## src/hdl/msadpcm_pkg.sv

```systemverilog
// Package: shared types and constants of the ADPCM block decoder.
package msadpcm_pkg;

  localparam int unsigned CFG_IDX_W = 2;

  typedef enum logic [1:0] {
    REG_CHANNEL_COUNT     = 2'd0,
    REG_BLOCK_BYTES       = 2'd1,
    REG_SAMPLES_PER_BLOCK = 2'd2,
    REG_COEFF_COUNT       = 2'd3
  } cfg_reg_t;

  typedef enum logic {
    OP_LOAD_COEFF = 1'b0,
    OP_DATA_BYTE  = 1'b1
  } op_t;

  typedef struct packed {
    logic               op;
    logic        [7:0]  data_byte;
    logic        [4:0]  coeff_index;
    logic signed [15:0] coeff_first;
    logic signed [15:0] coeff_second;
  } in_item_t;

  typedef struct packed {
    logic signed [15:0] sample;
    logic               channel;
    logic               last;
    logic               block_done;
    logic               bad_index;
  } out_item_t;

  // Job handed from the byte parser to the sample engine.
  typedef enum logic [1:0] {
    JOB_EMIT   = 2'd0,  // emit header sample
    JOB_DECODE = 2'd1,  // decode one nibble
    JOB_NONE   = 2'd2   // marker carrying only last/done
  } job_kind_t;

  typedef struct packed {
    job_kind_t          kind;
    logic               channel;
    logic        [3:0]  nibble;
    logic signed [15:0] value;
    logic               last;
    logic               block_done;
    logic               bad_index;
  } job_t;

  localparam logic signed [15:0] SAT_MAX = 16'sd32767;
  localparam logic signed [15:0] SAT_MIN = -16'sd32768;
  localparam logic [15:0] DELTA_MIN = 16'd16;

  function automatic logic [9:0] adapt_lookup(input logic [3:0] code);
    logic [9:0] r;
    unique case (code)
      4'd4:  r = 10'd307;
      4'd5:  r = 10'd409;
      4'd6:  r = 10'd512;
      4'd7:  r = 10'd614;
      4'd8:  r = 10'd768;
      4'd9:  r = 10'd614;
      4'd10: r = 10'd512;
      4'd11: r = 10'd409;
      4'd12: r = 10'd307;
      default: r = 10'd230;
    endcase
    return r;
  endfunction

endpackage

```

## src/hdl/ms_adpcm_block_decoder_top.sv

```systemverilog
// Top level of the ADPCM block decoder.
// Usage:
//   Input queue (in_push/in_full): op 0 loads a coefficient pair into the
//   table, op 1 carries one encoded byte. A transaction is taken when in_push
//   is high and in_full low.
//   Result queue (out_empty/out_pop): the oldest decoded sample sits on
//   out_data while out_empty is low; out_pop takes it.
//   Configuration (cfg_valid/cfg_ready): register index and data, written
//   only while the block is idle; the user must ensure that, as the block
//   has no check for it. cfg_ready is always high.
// Flow:
//   One transaction at a time: in_full stays high until parser, job queue
//   and sample engine are empty. The parser splits a data byte into nibble
//   jobs; the engine handles each decoded nibble with a table read, three
//   passes of the shared 17x17 multiplier and a result. A header byte with
//   a sample goes to the engine as a ready sample; other header bytes and
//   coefficient loads need no work in the engine.
// Reset: rst_n (synchronous, low) clears block position, header state,
//   history and queues; the coefficient table holds garbage until loaded.
// Stall: when out_pop stays low the engine waits with its next result and
//   in_full stays high; no transaction is lost.
module ms_adpcm_block_decoder_top #(
  parameter int unsigned TABLE_DEPTH = 32,
  parameter int unsigned MAX_BLOCK   = 4096
) (
  input  logic                   clk,
  input  logic                   rst_n,
  input  logic                   in_push,
  input  msadpcm_pkg::in_item_t  in_data,
  output logic                   in_full,
  output logic                   out_empty,
  input  logic                   out_pop,
  output msadpcm_pkg::out_item_t out_data,
  input  logic                   cfg_valid,
  output logic                   cfg_ready,
  input  logic [msadpcm_pkg::CFG_IDX_W-1:0] cfg_index,
  input  logic [15:0]            cfg_wdata
);
  localparam int unsigned AW = $clog2(TABLE_DEPTH);

  logic [1:0]  channel_count_r;
  logic [12:0] block_bytes_r;
  logic [13:0] samples_per_block_r;
  logic [5:0]  coeff_count_r;

  assign cfg_ready = 1'b1;

  always_ff @(posedge clk) begin
    if (!rst_n) begin
      channel_count_r     <= 2'd1;
      block_bytes_r       <= 13'd256;
      samples_per_block_r <= 14'd500;
      coeff_count_r       <= 6'd7;
    end else if (cfg_valid) begin
      unique case (msadpcm_pkg::cfg_reg_t'(cfg_index))
        msadpcm_pkg::REG_CHANNEL_COUNT:     channel_count_r     <= cfg_wdata[1:0];
        msadpcm_pkg::REG_BLOCK_BYTES:       block_bytes_r       <= cfg_wdata[12:0];
        msadpcm_pkg::REG_SAMPLES_PER_BLOCK: samples_per_block_r <= cfg_wdata[13:0];
        msadpcm_pkg::REG_COEFF_COUNT:       coeff_count_r       <= cfg_wdata[5:0];
        default: ;
      endcase
    end
  end

  logic          coef_we;
  logic [AW-1:0] coef_waddr, coef_raddr;
  logic [15:0]   c1, c2;
  logic [4:0]    sel0, sel1;
  logic [15:0]   hdr_delta;
  logic          hdr_delta_we, hdr_ch, hdr_h1_we, hdr_h2_we;
  logic          job_push, job_full, job_pop, job_empty;
  msadpcm_pkg::job_t job_w, job_q;
  logic          fe_full;
  logic          ov;
  logic          engine_idle;
  logic          stall_in;

  // Header writes, table writes and selector changes must not overtake
  // jobs still in flight: take input only once the engine has drained.
  assign stall_in = !job_empty || !engine_idle;
  assign in_full  = fe_full || stall_in;

  msadpcm_front #(.TABLE_DEPTH(TABLE_DEPTH), .MAX_BLOCK(MAX_BLOCK)) u_front (
    .clk, .rst_n,
    .in_push(in_push && !stall_in), .in_data, .in_full(fe_full),
    .channel_count(channel_count_r), .block_bytes(block_bytes_r),
    .samples_per_block(samples_per_block_r), .coeff_count(coeff_count_r),
    .coef_we, .coef_waddr, .sel0, .sel1,
    .hdr_delta, .hdr_delta_we, .hdr_ch, .hdr_h1_we, .hdr_h2_we,
    .job_push, .job_data(job_w), .job_full
  );

  msadpcm_ram #(.WIDTH(16), .DEPTH(TABLE_DEPTH)) u_c1 (
    .clk, .we(coef_we), .waddr(coef_waddr), .wdata(in_data.coeff_first),
    .raddr(coef_raddr), .rdata(c1));
  msadpcm_ram #(.WIDTH(16), .DEPTH(TABLE_DEPTH)) u_c2 (
    .clk, .we(coef_we), .waddr(coef_waddr), .wdata(in_data.coeff_second),
    .raddr(coef_raddr), .rdata(c2));

  msadpcm_fifo #(.DEPTH(4)) u_q (
    .clk, .rst_n, .push(job_push), .wdata(job_w), .full(job_full),
    .pop(job_pop), .rdata(job_q), .empty(job_empty));

  msadpcm_back #(.TABLE_DEPTH(TABLE_DEPTH)) u_back (
    .clk, .rst_n, .job_empty, .job(job_q), .job_pop, .engine_idle,
    .sel0, .sel1, .coef_raddr, .coef1(c1), .coef2(c2),
    .hdr_delta, .hdr_delta_we, .hdr_ch, .hdr_h1_we, .hdr_h2_we,
    .hdr_value(hdr_delta),
    .out_valid(ov), .out_data, .out_take(out_pop && ov));

  assign out_empty = !ov;
endmodule

```

## src/hdl/msadpcm_ram.sv

```systemverilog
// Generic single-port-write RAM with registered read.
module msadpcm_ram #(
  parameter int unsigned WIDTH = 16,
  parameter int unsigned DEPTH = 32
) (
  input  logic                     clk,
  input  logic                     we,
  input  logic [$clog2(DEPTH)-1:0] waddr,
  input  logic [WIDTH-1:0]         wdata,
  input  logic [$clog2(DEPTH)-1:0] raddr,
  output logic [WIDTH-1:0]         rdata
);
  logic [WIDTH-1:0] mem [DEPTH];

  always_ff @(posedge clk) begin
    if (we) begin
      mem[waddr] <= wdata;
    end
    rdata <= mem[raddr];
  end
endmodule

```

## src/hdl/msadpcm_fifo.sv

```systemverilog
// Small job queue between parser and sample engine.
module msadpcm_fifo #(
  parameter int unsigned DEPTH = 4
) (
  input  logic                clk,
  input  logic                rst_n,
  input  logic                push,
  input  msadpcm_pkg::job_t   wdata,
  output logic                full,
  input  logic                pop,
  output msadpcm_pkg::job_t   rdata,
  output logic                empty
);
  localparam int unsigned AW = $clog2(DEPTH);

  msadpcm_pkg::job_t mem_r [DEPTH];
  logic [AW-1:0] wp_r, rp_r;
  logic [AW:0]   cnt_r;

  assign full  = (cnt_r == (AW+1)'(DEPTH));
  assign empty = (cnt_r == '0);
  assign rdata = mem_r[rp_r];

  always_ff @(posedge clk) begin
    if (push && !full) begin
      mem_r[wp_r] <= wdata;
    end
  end

  always_ff @(posedge clk) begin
    if (!rst_n) begin
      wp_r  <= '0;
      rp_r  <= '0;
      cnt_r <= '0;
    end else begin
      if (push && !full) begin
        wp_r <= (wp_r == AW'(DEPTH-1)) ? '0 : wp_r + 1'b1;
      end
      if (pop && !empty) begin
        rp_r <= (rp_r == AW'(DEPTH-1)) ? '0 : rp_r + 1'b1;
      end
      cnt_r <= cnt_r + (AW+1)'(push && !full) - (AW+1)'(pop && !empty);
    end
  end
endmodule

```

## src/hdl/msadpcm_front.sv

```systemverilog
// Byte parser: block framing, header capture, job generation.
module msadpcm_front #(
  parameter int unsigned TABLE_DEPTH = 32,
  parameter int unsigned MAX_BLOCK   = 4096
) (
  input  logic                  clk,
  input  logic                  rst_n,
  input  logic                  in_push,
  input  msadpcm_pkg::in_item_t in_data,
  output logic                  in_full,
  input  logic [1:0]            channel_count,
  input  logic [12:0]           block_bytes,
  input  logic [13:0]           samples_per_block,
  input  logic [5:0]            coeff_count,
  // coefficient write
  output logic                         coef_we,
  output logic [$clog2(TABLE_DEPTH)-1:0] coef_waddr,
  // predictor selections (per channel)
  output logic [4:0]            sel0,
  output logic [4:0]            sel1,
  output logic [15:0]           hdr_delta,
  output logic                  hdr_delta_we,
  output logic                  hdr_ch,
  output logic                  hdr_h1_we,
  output logic                  hdr_h2_we,
  // job queue write side
  output logic                  job_push,
  output msadpcm_pkg::job_t     job_data,
  input  logic                  job_full
);
  typedef enum logic [2:0] {
    ST_IDLE  = 3'b001,
    ST_FIRST = 3'b010,
    ST_SECOND= 3'b100
  } st_t;

  st_t st_r, st_nxt;
  logic [7:0]  byte_r;
  logic [12:0] pos_r;
  logic [13:0] done_r;
  logic [7:0]  low_r;
  logic        nch_r;  // current nibble channel
  logic [4:0]  sel_r [2];
  logic        bad_r [2];

  logic        stereo;
  logic [13:0] len;
  logic [12:0] pos_k;
  logic [2:0]  w;
  logic [1:0]  grp;
  logic        cw;
  logic [6:0]  cnt;
  logic        end_blk;
  logic        in_hdr_sel, in_hdr_val;
  logic        take;

  assign stereo = channel_count[1];
  always_comb begin
    len = (block_bytes > 13'(MAX_BLOCK > 8191 ? 8191 : MAX_BLOCK))
          ? 14'(MAX_BLOCK) : {1'b0, block_bytes};
    if (len == '0) len = 14'd1;
  end
  assign end_blk = ({1'b0, pos_r} + 14'd1 >= len);
  assign in_hdr_sel = stereo ? (pos_r < 13'd2) : (pos_r < 13'd1);
  assign in_hdr_val = stereo ? (pos_r < 13'd14) : (pos_r < 13'd7);
  assign pos_k = pos_r - (stereo ? 13'd2 : 13'd1);
  // k / (2*nch) and k % (2*nch), k < 12
  always_comb begin
    if (stereo) begin
      grp = pos_k[3:2];
      w   = {1'b0, pos_k[1:0]};
    end else begin
      grp = pos_k[2:1];
      w   = {2'b0, pos_k[0]};
    end
    cw = w[1];
  end
  always_comb begin
    cnt = {1'b0, coeff_count};
    if (cnt > 7'(TABLE_DEPTH)) cnt = 7'(TABLE_DEPTH);
    if (cnt > 7'd32) cnt = 7'd32;
  end

  assign in_full = (st_r != ST_IDLE);
  assign take    = in_push && !in_full;
  assign coef_we = take && (in_data.op == msadpcm_pkg::OP_LOAD_COEFF)
                   && ({3'b0, in_data.coeff_index} < 8'(TABLE_DEPTH < 32 ? TABLE_DEPTH : 32));
  assign coef_waddr = $clog2(TABLE_DEPTH)'(in_data.coeff_index);
  assign sel0 = sel_r[0];
  assign sel1 = sel_r[1];

  // nibble stage helpers
  logic        cur_ch;
  logic        skip;
  logic        fin_cnt;
  logic [13:0] done_inc;
  logic [3:0]  nib;
  logic        last_nib;
  logic        nxt_ch;
  logic [13:0] nxt_done;
  logic        skip_low;
  logic        last_res;
  always_comb begin
    cur_ch   = stereo ? nch_r : 1'b0;
    skip     = !cur_ch && (done_r >= samples_per_block);
    done_inc = (done_r < 14'h3FFF) ? done_r + 14'd1 : done_r;
    fin_cnt  = (cur_ch == stereo) && (done_inc >= samples_per_block);
    nib      = (st_r == ST_FIRST) ? byte_r[7:4] : byte_r[3:0];
    last_nib = (st_r == ST_SECOND);
    // low nibble is dropped when the high one completes the frame count
    nxt_ch   = stereo ? ~cur_ch : 1'b0;
    nxt_done = (cur_ch == stereo) ? done_inc : done_r;
    skip_low = !nxt_ch && (nxt_done >= samples_per_block);
    last_res = last_nib || skip_low;
  end

  // header value path
  logic [15:0] hval;
  assign hval = {in_data.data_byte, low_r};

  always_comb begin
    st_nxt       = st_r;
    job_push     = 1'b0;
    job_data     = '0;
    job_data.kind= msadpcm_pkg::JOB_NONE;
    hdr_delta    = hval;
    hdr_ch       = cw;
    hdr_delta_we = 1'b0;
    hdr_h1_we    = 1'b0;
    hdr_h2_we    = 1'b0;
    unique case (st_r)
      ST_IDLE: begin
        if (take && in_data.op == msadpcm_pkg::OP_DATA_BYTE && !in_hdr_sel
            && in_hdr_val && w[0]) begin
          // header word: needs a queue slot when it emits
          if (grp == 2'd0) begin
            hdr_delta_we = 1'b1;
          end else begin
            hdr_h1_we = (grp == 2'd1);
            hdr_h2_we = (grp == 2'd2);
            job_push  = 1'b1;
            job_data.kind       = msadpcm_pkg::JOB_EMIT;
            job_data.value      = hval;
            job_data.channel    = cw;
            job_data.last       = 1'b1;
            job_data.bad_index  = bad_r[cw];
            job_data.block_done = end_blk || ((cw == stereo) && grp == 2'd2
                                  && samples_per_block <= 14'd2);
          end
        end else if (take && in_data.op == msadpcm_pkg::OP_DATA_BYTE
                     && !in_hdr_val) begin
          st_nxt = ST_FIRST;
        end
      end
      ST_FIRST, ST_SECOND: begin
        if (skip) begin
          // past the frame count: no result for this nibble
          st_nxt = last_nib ? ST_IDLE : ST_SECOND;
        end else begin
          job_push = !job_full;
          job_data.kind       = msadpcm_pkg::JOB_DECODE;
          job_data.nibble     = nib;
          job_data.channel    = cur_ch;
          job_data.bad_index  = bad_r[cur_ch];
          job_data.last       = last_res;
          job_data.block_done = fin_cnt || (last_res && end_blk);
          if (!job_full) st_nxt = last_res ? ST_IDLE : ST_SECOND;
        end
      end
      default: st_nxt = ST_IDLE;
    endcase
  end

  // Input is held off in the top level until the engine has drained.
  always_ff @(posedge clk) begin
    if (!rst_n) begin
      st_r   <= ST_IDLE;
      pos_r  <= '0;
      done_r <= '0;
      low_r  <= '0;
      nch_r  <= 1'b0;
      sel_r[0] <= '0;
      sel_r[1] <= '0;
      bad_r[0] <= 1'b0;
      bad_r[1] <= 1'b0;
      byte_r <= '0;
    end else begin
      st_r <= st_nxt;
      if (st_r == ST_IDLE && take && in_data.op == msadpcm_pkg::OP_DATA_BYTE) begin
        byte_r <= in_data.data_byte;
        if (in_hdr_sel) begin
          if ({1'b0, in_data.data_byte} < {1'b0, cnt[5:0], 2'b0} >> 2 &&
              {1'b0, in_data.data_byte} < 9'(cnt)) begin
            sel_r[pos_r[0]] <= in_data.data_byte[4:0];
            bad_r[pos_r[0]] <= 1'b0;
          end else begin
            sel_r[pos_r[0]] <= '0;
            bad_r[pos_r[0]] <= 1'b1;
          end
        end else if (in_hdr_val) begin
          if (!w[0]) low_r <= in_data.data_byte;
          else if (grp != 2'd0 && cw == stereo && !end_blk) done_r <= {12'b0, grp};
        end
        if (in_hdr_val) begin
          if (end_blk) begin
            pos_r  <= '0;
            done_r <= '0;
            nch_r  <= 1'b0;
          end else begin
            pos_r <= pos_r + 13'd1;
          end
        end
      end else if (st_r != ST_IDLE) begin
        if (!skip && !job_full && !(st_nxt == ST_IDLE && end_blk)) begin
          if (cur_ch == stereo) done_r <= done_inc;
          nch_r <= stereo ? ~cur_ch : 1'b0;
        end
        if (st_nxt == ST_IDLE) begin
          if (end_blk) begin
            pos_r  <= '0;
            done_r <= '0;
            nch_r  <= 1'b0;
          end else begin
            pos_r <= pos_r + 13'd1;
          end
        end
      end
    end
  end
endmodule

```

## src/hdl/msadpcm_back.sv

```systemverilog
// Sample engine: prediction, adaptation and history, one shared multiplier.
module msadpcm_back #(
  parameter int unsigned TABLE_DEPTH = 32
) (
  input  logic                  clk,
  input  logic                  rst_n,
  input  logic                  job_empty,
  input  msadpcm_pkg::job_t     job,
  output logic                  job_pop,
  output logic                  engine_idle,
  input  logic [4:0]            sel0,
  input  logic [4:0]            sel1,
  output logic [$clog2(TABLE_DEPTH)-1:0] coef_raddr,
  input  logic signed [15:0]    coef1,
  input  logic signed [15:0]    coef2,
  input  logic [15:0]           hdr_delta,
  input  logic                  hdr_delta_we,
  input  logic                  hdr_ch,
  input  logic                  hdr_h1_we,
  input  logic                  hdr_h2_we,
  input  logic [15:0]           hdr_value,
  output logic                  out_valid,
  output msadpcm_pkg::out_item_t out_data,
  input  logic                  out_take
);
  typedef enum logic [5:0] {
    S_IDLE = 6'b000001,
    S_RD   = 6'b000010,
    S_M1   = 6'b000100,
    S_M2   = 6'b001000,
    S_M3   = 6'b010000,
    S_OUT  = 6'b100000
  } st_t;

  st_t st_r, st_nxt;
  logic signed [15:0] d_r [2];
  logic signed [15:0] h1_r [2];
  logic signed [15:0] h2_r [2];
  logic signed [37:0] acc_r;
  msadpcm_pkg::job_t  job_r;
  logic               ov_r;
  msadpcm_pkg::out_item_t od_r;

  logic signed [16:0] ma;
  logic signed [16:0] mb;
  logic signed [33:0] mp;
  logic               ch;
  logic signed [4:0]  code_s;
  logic signed [37:0] pred;
  logic signed [37:0] v;
  logic signed [15:0] vs;
  logic signed [31:0] mp32;
  logic signed [31:0] nd;
  logic signed [15:0] nds;

  assign ch = job_r.channel;
  assign coef_raddr = $clog2(TABLE_DEPTH)'(ch ? sel1 : sel0);
  assign code_s = {job_r.nibble[3], job_r.nibble};

  always_comb begin
    ma = '0;
    mb = '0;
    unique case (st_r)
      S_M1: begin ma = 17'(h1_r[ch]); mb = 17'(coef1); end
      S_M2: begin ma = 17'(h2_r[ch]); mb = 17'(coef2); end
      S_M3: begin
        ma = 17'(d_r[ch]);
        mb = $signed({7'b0, msadpcm_pkg::adapt_lookup(job_r.nibble)});
      end
      default: begin ma = '0; mb = '0; end
    endcase
  end
  assign mp = ma * mb;
  assign mp32 = $signed(mp[31:0]);

  always_comb begin
    // truncation toward zero
    pred = acc_r >>> 8;
    if (acc_r < 0 && acc_r[7:0] != 8'd0) pred = pred + 38'sd1;
    v = pred + 38'(d_r[ch]) * 38'(code_s);
    if (v > 38'sd32767) vs = msadpcm_pkg::SAT_MAX;
    else if (v < -38'sd32768) vs = msadpcm_pkg::SAT_MIN;
    else vs = v[15:0];
    nd = mp32 >>> 8;
    if (mp32 < 0 && mp32[7:0] != 8'd0) nd = nd + 32'sd1;
    if (nd < 32'sd16) nds = $signed(msadpcm_pkg::DELTA_MIN);
    else if (nd > 32'sd32767) nds = msadpcm_pkg::SAT_MAX;
    else nds = nd[15:0];
  end

  assign job_pop     = (st_r == S_IDLE) && !job_empty;
  assign engine_idle = (st_r == S_IDLE);
  assign out_valid   = ov_r;
  assign out_data    = od_r;

  always_comb begin
    st_nxt = st_r;
    unique case (st_r)
      S_IDLE: if (!job_empty) st_nxt = (job.kind == msadpcm_pkg::JOB_DECODE) ? S_RD : S_OUT;
      S_RD:   st_nxt = S_M1;
      S_M1:   st_nxt = S_M2;
      S_M2:   st_nxt = S_M3;
      S_M3:   st_nxt = S_OUT;
      S_OUT:  if (!ov_r || out_take) st_nxt = S_IDLE;
      default: st_nxt = S_IDLE;
    endcase
  end

  always_ff @(posedge clk) begin
    if (job_pop) job_r <= job;
    else if (st_r == S_M3) job_r.value <= vs;
    if (st_r == S_M1) acc_r <= 38'(mp);
    if (st_r == S_M2) acc_r <= acc_r + 38'(mp);
  end

  always_ff @(posedge clk) begin
    if (!rst_n) begin
      st_r <= S_IDLE;
      ov_r <= 1'b0;
      od_r <= '0;
      for (int i = 0; i < 2; i++) begin
        d_r[i] <= '0; h1_r[i] <= '0; h2_r[i] <= '0;
      end
    end else begin
      st_r <= st_nxt;
      if (hdr_delta_we) d_r[hdr_ch] <= hdr_delta;
      if (hdr_h1_we) h1_r[hdr_ch] <= hdr_value;
      if (hdr_h2_we) h2_r[hdr_ch] <= hdr_value;
      if (st_r == S_M3) begin
        d_r[ch]  <= nds;
        h2_r[ch] <= h1_r[ch];
        h1_r[ch] <= vs;
      end
      if (st_r == S_OUT && (!ov_r || out_take)) begin
        ov_r <= 1'b1;
        od_r.sample     <= job_r.value;
        od_r.channel    <= job_r.channel;
        od_r.last       <= job_r.last;
        od_r.block_done <= job_r.block_done;
        od_r.bad_index  <= job_r.bad_index;
      end else if (out_take) begin
        ov_r <= 1'b0;
      end
    end
  end
endmodule

```

## config.mk

```make
export PLATFORM = sky130hd
export DESIGN_NAME = ms_adpcm_block_decoder_top
export DESIGN_NICKNAME = d
export VERILOG_FILES = /design/src/hdl/msadpcm_pkg.sv /design/src/hdl/ms_adpcm_block_decoder_top.sv /design/src/hdl/msadpcm_ram.sv /design/src/hdl/msadpcm_fifo.sv /design/src/hdl/msadpcm_front.sv /design/src/hdl/msadpcm_back.sv
export SDC_FILE = /design/constraint.sdc
export NUM_CORES = 2
export LEC_CHECK = 0
export BUFFER_PORTS_ARGS = -buffer_cell sky130_fd_sc_hd__buf_4
export CAP_MARGIN = 20
export CORE_ASPECT_RATIO = 0.9
export CORE_UTILIZATION = 64
export DETAILED_ROUTE_END_ITERATION = 6
export PLACE_DENSITY = 0.81
export SETUP_SLACK_MARGIN = 0.4
export SLEW_MARGIN = 20
export SYNTH_ARGS = -nofsm -noshare
export SYNTH_HDL_FRONTEND = slang
export SYNTH_HIERARCHICAL = 1
export SYNTH_SLANG_ARGS = --single-unit
```

## constraint.sdc

```tcl
create_clock -name clk -period 12.25 [get_ports clk]
set_input_delay 1.225 -clock clk [delete_from_list [all_inputs] [get_ports clk]]
set_output_delay 1.225 -clock clk [all_outputs]
set_load 0.01 [all_outputs]
```

=== Yosys cells after proc, flatten, opt, wreduce, memory -nomap -nowiden ===
Memory sizes are Yosys's and may differ from the RTL's. A register that Yosys moved wholly into a read port is not among the register bits.
Index checks and enable logic that the tools add are counted.

* Flip-flop bits (word level): 178
* Bits in writable memories: 1236
* ROM bits: 160
* Output and inout port bits: 23
* Logic and storage cells: 327
* Memories kept: 9

{| class="wikitable"
|+ Memories
! memory !! depth !! bits a word !! read ports !! clocked after memory_dff !! write ports !! line !! source
|-
| u_c1.mem || 32 || 16 || 1 || 1 || 1 || msadpcm_ram.sv:13 || <nowiki>logic [WIDTH-1:0] mem [DEPTH];</nowiki>
|-
| u_c2.mem || 32 || 16 || 1 || 1 || 1 || msadpcm_ram.sv:13 ||
|-
| (name not given) || 16 || 10 || 1 || 1 || 0 || msadpcm_pkg.sv:57 || <nowiki>unique case (code)</nowiki>
|-
| u_q.mem_r || 4 || 26 || 1 || 1 || 1 || msadpcm_fifo.sv:16 || <nowiki>msadpcm_pkg::job_t mem_r [DEPTH];</nowiki>
|-
| u_back.d_r || 2 || 16 || 1 || 1 || 2 || msadpcm_back.sv:36 || <nowiki>logic signed [15:0] d_r [2];</nowiki>
|-
| u_back.h1_r || 2 || 16 || 1 || 1 || 2 || msadpcm_back.sv:37 || <nowiki>logic signed [15:0] h1_r [2];</nowiki>
|-
| +3 memories || n/a || n/a || n/a || n/a || n/a || n/a ||
|}

* $add $sub $neg: 12
* Multiply operators: 2
* Magnitude comparators: 21
* Eq/ne operators: 26
* Muxes and demuxes: 147
* Bitwise gates (word level): 6
* Reductions and logical operators: 77

{| class="wikitable"
|+ Operators by type and width
! kind !! number
|-
| 16-bit 2-to-1 mux || 13
|-
| 14-bit 2-to-1 mux || 14
|-
| 38-bit 2-to-1 mux || 3
|-
| 17-bit case mux with 3 select lines || 2
|-
| 16-bit OR reduction || 6
|-
| 13-bit 2-to-1 mux || 6
|-
| 1-bit 2-to-1 mux || 73
|-
| 14-bit greater-or-equal comparator || 4
|-
| 38-bit by 34-bit adder with 38-bit output || 1
|-
| 38-bit adder || 1
|-
| 38-bit by 16-bit > comparator with 1-bit output (second input constant) || 1
|-
| 38-bit by 1-bit < comparator with 1-bit output (second input constant) || 1
|-
| 38-bit by 16-bit < comparator with 1-bit output (second input constant) || 1
|-
| 19-bit 2-to-1 mux || 2
|-
| 6-bit case mux with 6 select lines || 1
|-
| 17-bit by 17-bit multiplier with 34-bit output || 1
|-
| 32-bit by 16-bit > comparator with 1-bit output (second input constant) || 1
|-
| 32-bit by 1-bit < comparator with 1-bit output (second input constant) || 1
|-
| 32-bit by 6-bit < comparator with 1-bit output (second input constant) || 1
|-
| 32-bit 2-to-1 mux || 1
|-
| 30-bit by 2-bit adder with 31-bit output (second input constant) || 1
|-
| 1-bit logical AND || 29
|-
| 3-bit 2-to-1 mux || 9
|-
| 24-bit by 2-bit adder with 25-bit output (second input constant) || 1
|-
| other kinds (55) || 117
|}

=== Depth between registers and ports, before layout ===
* Depth in word-level cells: 21
* Mapped depth: 40
* Depth with buffers taken out: 36

=== Modules after synthesis ===
The synthesis kept the hierarchy.

{| class="wikitable"
|+ Modules (own cells, without submodules)
! module !! instances !! cells each !! area each (µm²)
|-
| msadpcm_back || 1 || 3035 || 27298.7
|-
| msadpcm_ram (u_c2) || 1 || 1143 || 20535.9
|-
| msadpcm_ram (u_c1) || 1 || 1143 || 20534.7
|-
| msadpcm_front || 1 || 690 || 5408.9
|-
| msadpcm_fifo || 1 || 188 || 4279.1
|-
| ms_adpcm_block_decoder_top || 1 || 149 || 1470.2
|}

=== Worst setup path after synthesis ===
No wires, ideal clock.

* Path kind: register to register
* From: register (tool-made name)
* To: memory u_back.d_r[1][10], data pin
* Arrival time: 10051 ps
* Data required time: 11991 ps
* Slack: 1940 ps
* Cell stages (with the launch flop): 34
* Path through: dfxtp_1 clkbuf_1 clkbuf_1 clkbuf_1 clkbuf_1 mux2i_1 o22ai_1 a21oi_1 nor2_1 fa_1 inv_1 fa_1 fa_1 fa_1 inv_1 fa_1 inv_1 fa_1 inv_1 ha_1 clkbuf_1 a21oi_1 o21ai_0 a2111oi_2 o21ai_1 and4_1 or4b_1 buf_2 or4_4 xnor2_1 a31oi_1 nor4b_4 a21oi_2 a211o_1

{| class="wikitable"
|+ RTL lines
! what !! line
|-
| to (decl) || msadpcm_back.sv:36
|}

==> results_dict.tcl <==
set metrics [dict create \
    status "finished, violations left" \
    violations "DRC" \
    num_vias 52369 \
    dp_hpwl_um 130000 \
    routabilityCongestion 0.945 \
    cts_setup_buffers 0 \
    period_share_pct 91.3 \
    fillers 8080 \
    grt_overflow_total 0 \
    max_slew_margin_pct 18.3 \
    dr.pass1.iters 7 \
    power.density_nw_per_um2 141 \
    worstHoldPathCells 2 \
    die_h_um 336 \
    clkPwrFrac_pct 34.4 \
    cpMostUsedCell "fa_1" \
    leakage_nw 33.4 \
    vias_per_cell 6.46 \
    grt-busiest-layer "met2" \
    path_max_fanout 17 \
    syn_area_per_cell_um2 12.5 \
    setup.worst_path.start_class "flop" \
    ctsResizeCount 0 \
    crit_family "adder cells" \
    setup_violations 0 \
    internal_power_w 0.00862 \
    slowest_stage "or3b_2" \
    drive_gt1_share_pct 8.35 \
    place.port_buffers 88 \
    worst-path-buf-inv 7 \
    drc 8 \
    grtUsageMet1_pct 42.4 \
    place_inst 7855 \
    tns_ps 0 \
    cap_violations 0 \
    clockBufferDepth 3 \
    syn_nets 7043 \
    cts_hold_buf 0 \
    clock_skew_ps 67.2 \
    syn_inst 6345 \
    seqPwrFrac_pct 46.4 \
    hold_class "reg2reg" \
    root_buffer "clkbuf_16" \
    grt_setup_unrepaired "no" \
    p_comb_share_pct 19.2 \
    met3_usage_pct 5.97 \
    swShare_pct 28.6 \
    slowest_delay_ps 700 \
    post-route-min-period_ps 11190 \
    cts_max_level 4 \
    initial_core_util_pct 64.6 \
    clock_latency_ps 790 \
    clk_pin_slew_ps 60 \
    required_ps 12750 \
    worst_slack_ps 1060 \
    layout.cells.non_filler 8108 \
    hold_viol 0 \
    tritoncts "built" \
    grt_max_degree 127 \
    finalInstanceArea_um2 85800 \
    vdd_drop_max_uv 146 \
    grt_pass1_wl_um 297000 \
    fin_util_pct 69.7 \
    fmax_mhz 89.4 \
    antenna_found_initial 5 \
    worst_pin_slew_ps 1220 \
    arrival_ps 11690 \
    io-pin-count 92 \
    power_switching_w 0.00345 \
    crit_cells 30 \
    use_met2_pct 49.7 \
    dr.first_iter.drc_count 6100 \
    reg2reg_depth 30 \
    grt.total_usage_pct 31.0 \
    dieArea_um2 126000 \
    synth_area_um2 79500 \
    crit_path_end_kind "flop" \
    wl_per_cell_um 24.2 \
    area_growth_syn_to_layout_pct 7.92 \
    totalWireLength_um 196000 \
    path_class "reg2reg" \
    clock-sinks 1455 \
    place_area_um2 81300 \
    final_nets 7085 \
    grt_pass1_vias 51652 \
    core-area_um2 123000 \
    numCtsBuffers 142 \
    yosys_warnings 6 \
    die_w_um 373 \
    row_count 122 \
    dp_slack_ps 1300 \
    detail-route-antenna-nets 0 \
    final_max_slew_viol_count 0 \
]
==> registers in the layout (all words and copies together) (netlist names), 8 cells and up, named ones only <==
| register | cells |
|---|---|
| u_c1/mem | 512 |
| u_c2/mem | 512 |
| u_q/mem_r | 104 |
| u_back/acc_r | 38 |
| u_back/d_r | 32 |
| u_back/h1_r | 32 |
| u_back/h2_r | 32 |
| u_back/out_data | 20 |
| u_back/job_r | 19 |
| u_c1/rdata | 16 |
| u_c2/rdata | 16 |
| samples_per_block_r | 14 |
| u_front/done_r | 14 |
| block_bytes_r | 13 |
| u_front/pos_r | 13 |
| u_front/sel_r | 10 |
| u_front/byte_r | 8 |
| u_front/low_r | 8 |
==> layer usage <==
metal / share of wire, % / up-vias
met5: 0.011 / -
met4: 3.5 / 4
met3: 10 / 477
met2: 47 / 2870
met1: 40 / 25942
li1: - / 23076
==> power by group through the flow <==
stage / clock [W] / combinational, W / sequential (W)
6_report: 0.00416 / 0.00232 / 0.00560
3_3_place_gp: 0 / 0.00218 / 0.00569
4_1_cts: 0.00419 / 0.00227 / 0.00560
2_1_floorplan: 0 / 0.00162 / 0.00567
5_1_grt: 0.00438 / 0.00250 / 0.00561
3_5_place_dp: 0 / 0.00224 / 0.00570
==> through the flow <==
| stage | hold WS, ps | power, W |
|---|---|---|
| 3_3_place_gp | 441 | 0.00788 |
| 5_1_grt | 481 | 0.0125 |
| 4_1_cts | 455 | 0.0121 |
| 3_5_place_dp | 446 | 0.00795 |
| 2_1_floorplan | 435 | 0.00729 |
| 6_report | 456 | 0.0121 |
==> area by class of cell <==
cell class / count / area [um^2] / share of cell area [%]
Sequential cell: 1455 / 42100 / 49.1
Timing Repair Buffer: 224 / 1710 / 1.99
Multi-Input combinational cell: 4061 / 33600 / 39.2
Clock buffer: 185 / 3800 / 4.43
Tap cell: 1612 / 2020 / 2.35
Antenna cell: 3 / 7.51 / 0.00875
Clock inverter: 65 / 634 / 0.739
Inverter: 503 / 1890 / 2.20
==> cell usage in the layout, fill, tap and decap left out, types with 76 or more instances in the layout <==
| cell type | instances |
|---|---|
| clkbuf_16 | 143 |
| edfxtp_1 | 1296 |
| nand2_1 | 517 |
| nor2_1 | 396 |
| o21ai_0 | 159 |
| a21oi_1 | 251 |
| mux2i_1 | 609 |
| dfxtp_1 | 157 |
| fa_1 | 365 |
| a22o_1 | 84 |
| inv_1 | 500 |
| xnor2_1 | 103 |
| a21o_1 | 76 |
| a22oi_1 | 140 |
| nand3_1 | 133 |
| buf_4 | 222 |
| nor3_1 | 98 |
| ha_1 | 264 |
==> worst reg2reg max path, delay by kind of cell, from the launching register on <==
kind            cells  cell delay (ps)
fa+ha+maj           7             3410
simple gates        8             2980
compound gates      6             2090
buf+inv             7             1260
mux                 1              690
flops               1              370
xor+xnor            1              120
==> path summary, 6_finish.rpt <==
check                                       from                              to  slack, ps
setup / recovery     u_back/st_r[5]$_SDFFE_PN0P_      u_back/d_r[1][7]$_DFFE_PP_       1060
hold / removal    u_front/byte_r[2]$_SDFFE_PN0P_  u_front/byte_r[2]$_SDFFE_PN0P_        460
setup reg to reg     u_back/st_r[5]$_SDFFE_PN0P_      u_back/d_r[1][7]$_DFFE_PP_       1060
hold reg to reg   u_front/byte_r[2]$_SDFFE_PN0P_  u_front/byte_r[2]$_SDFFE_PN0P_        460
Note: power is estimated with default switching activity, not from simulation.
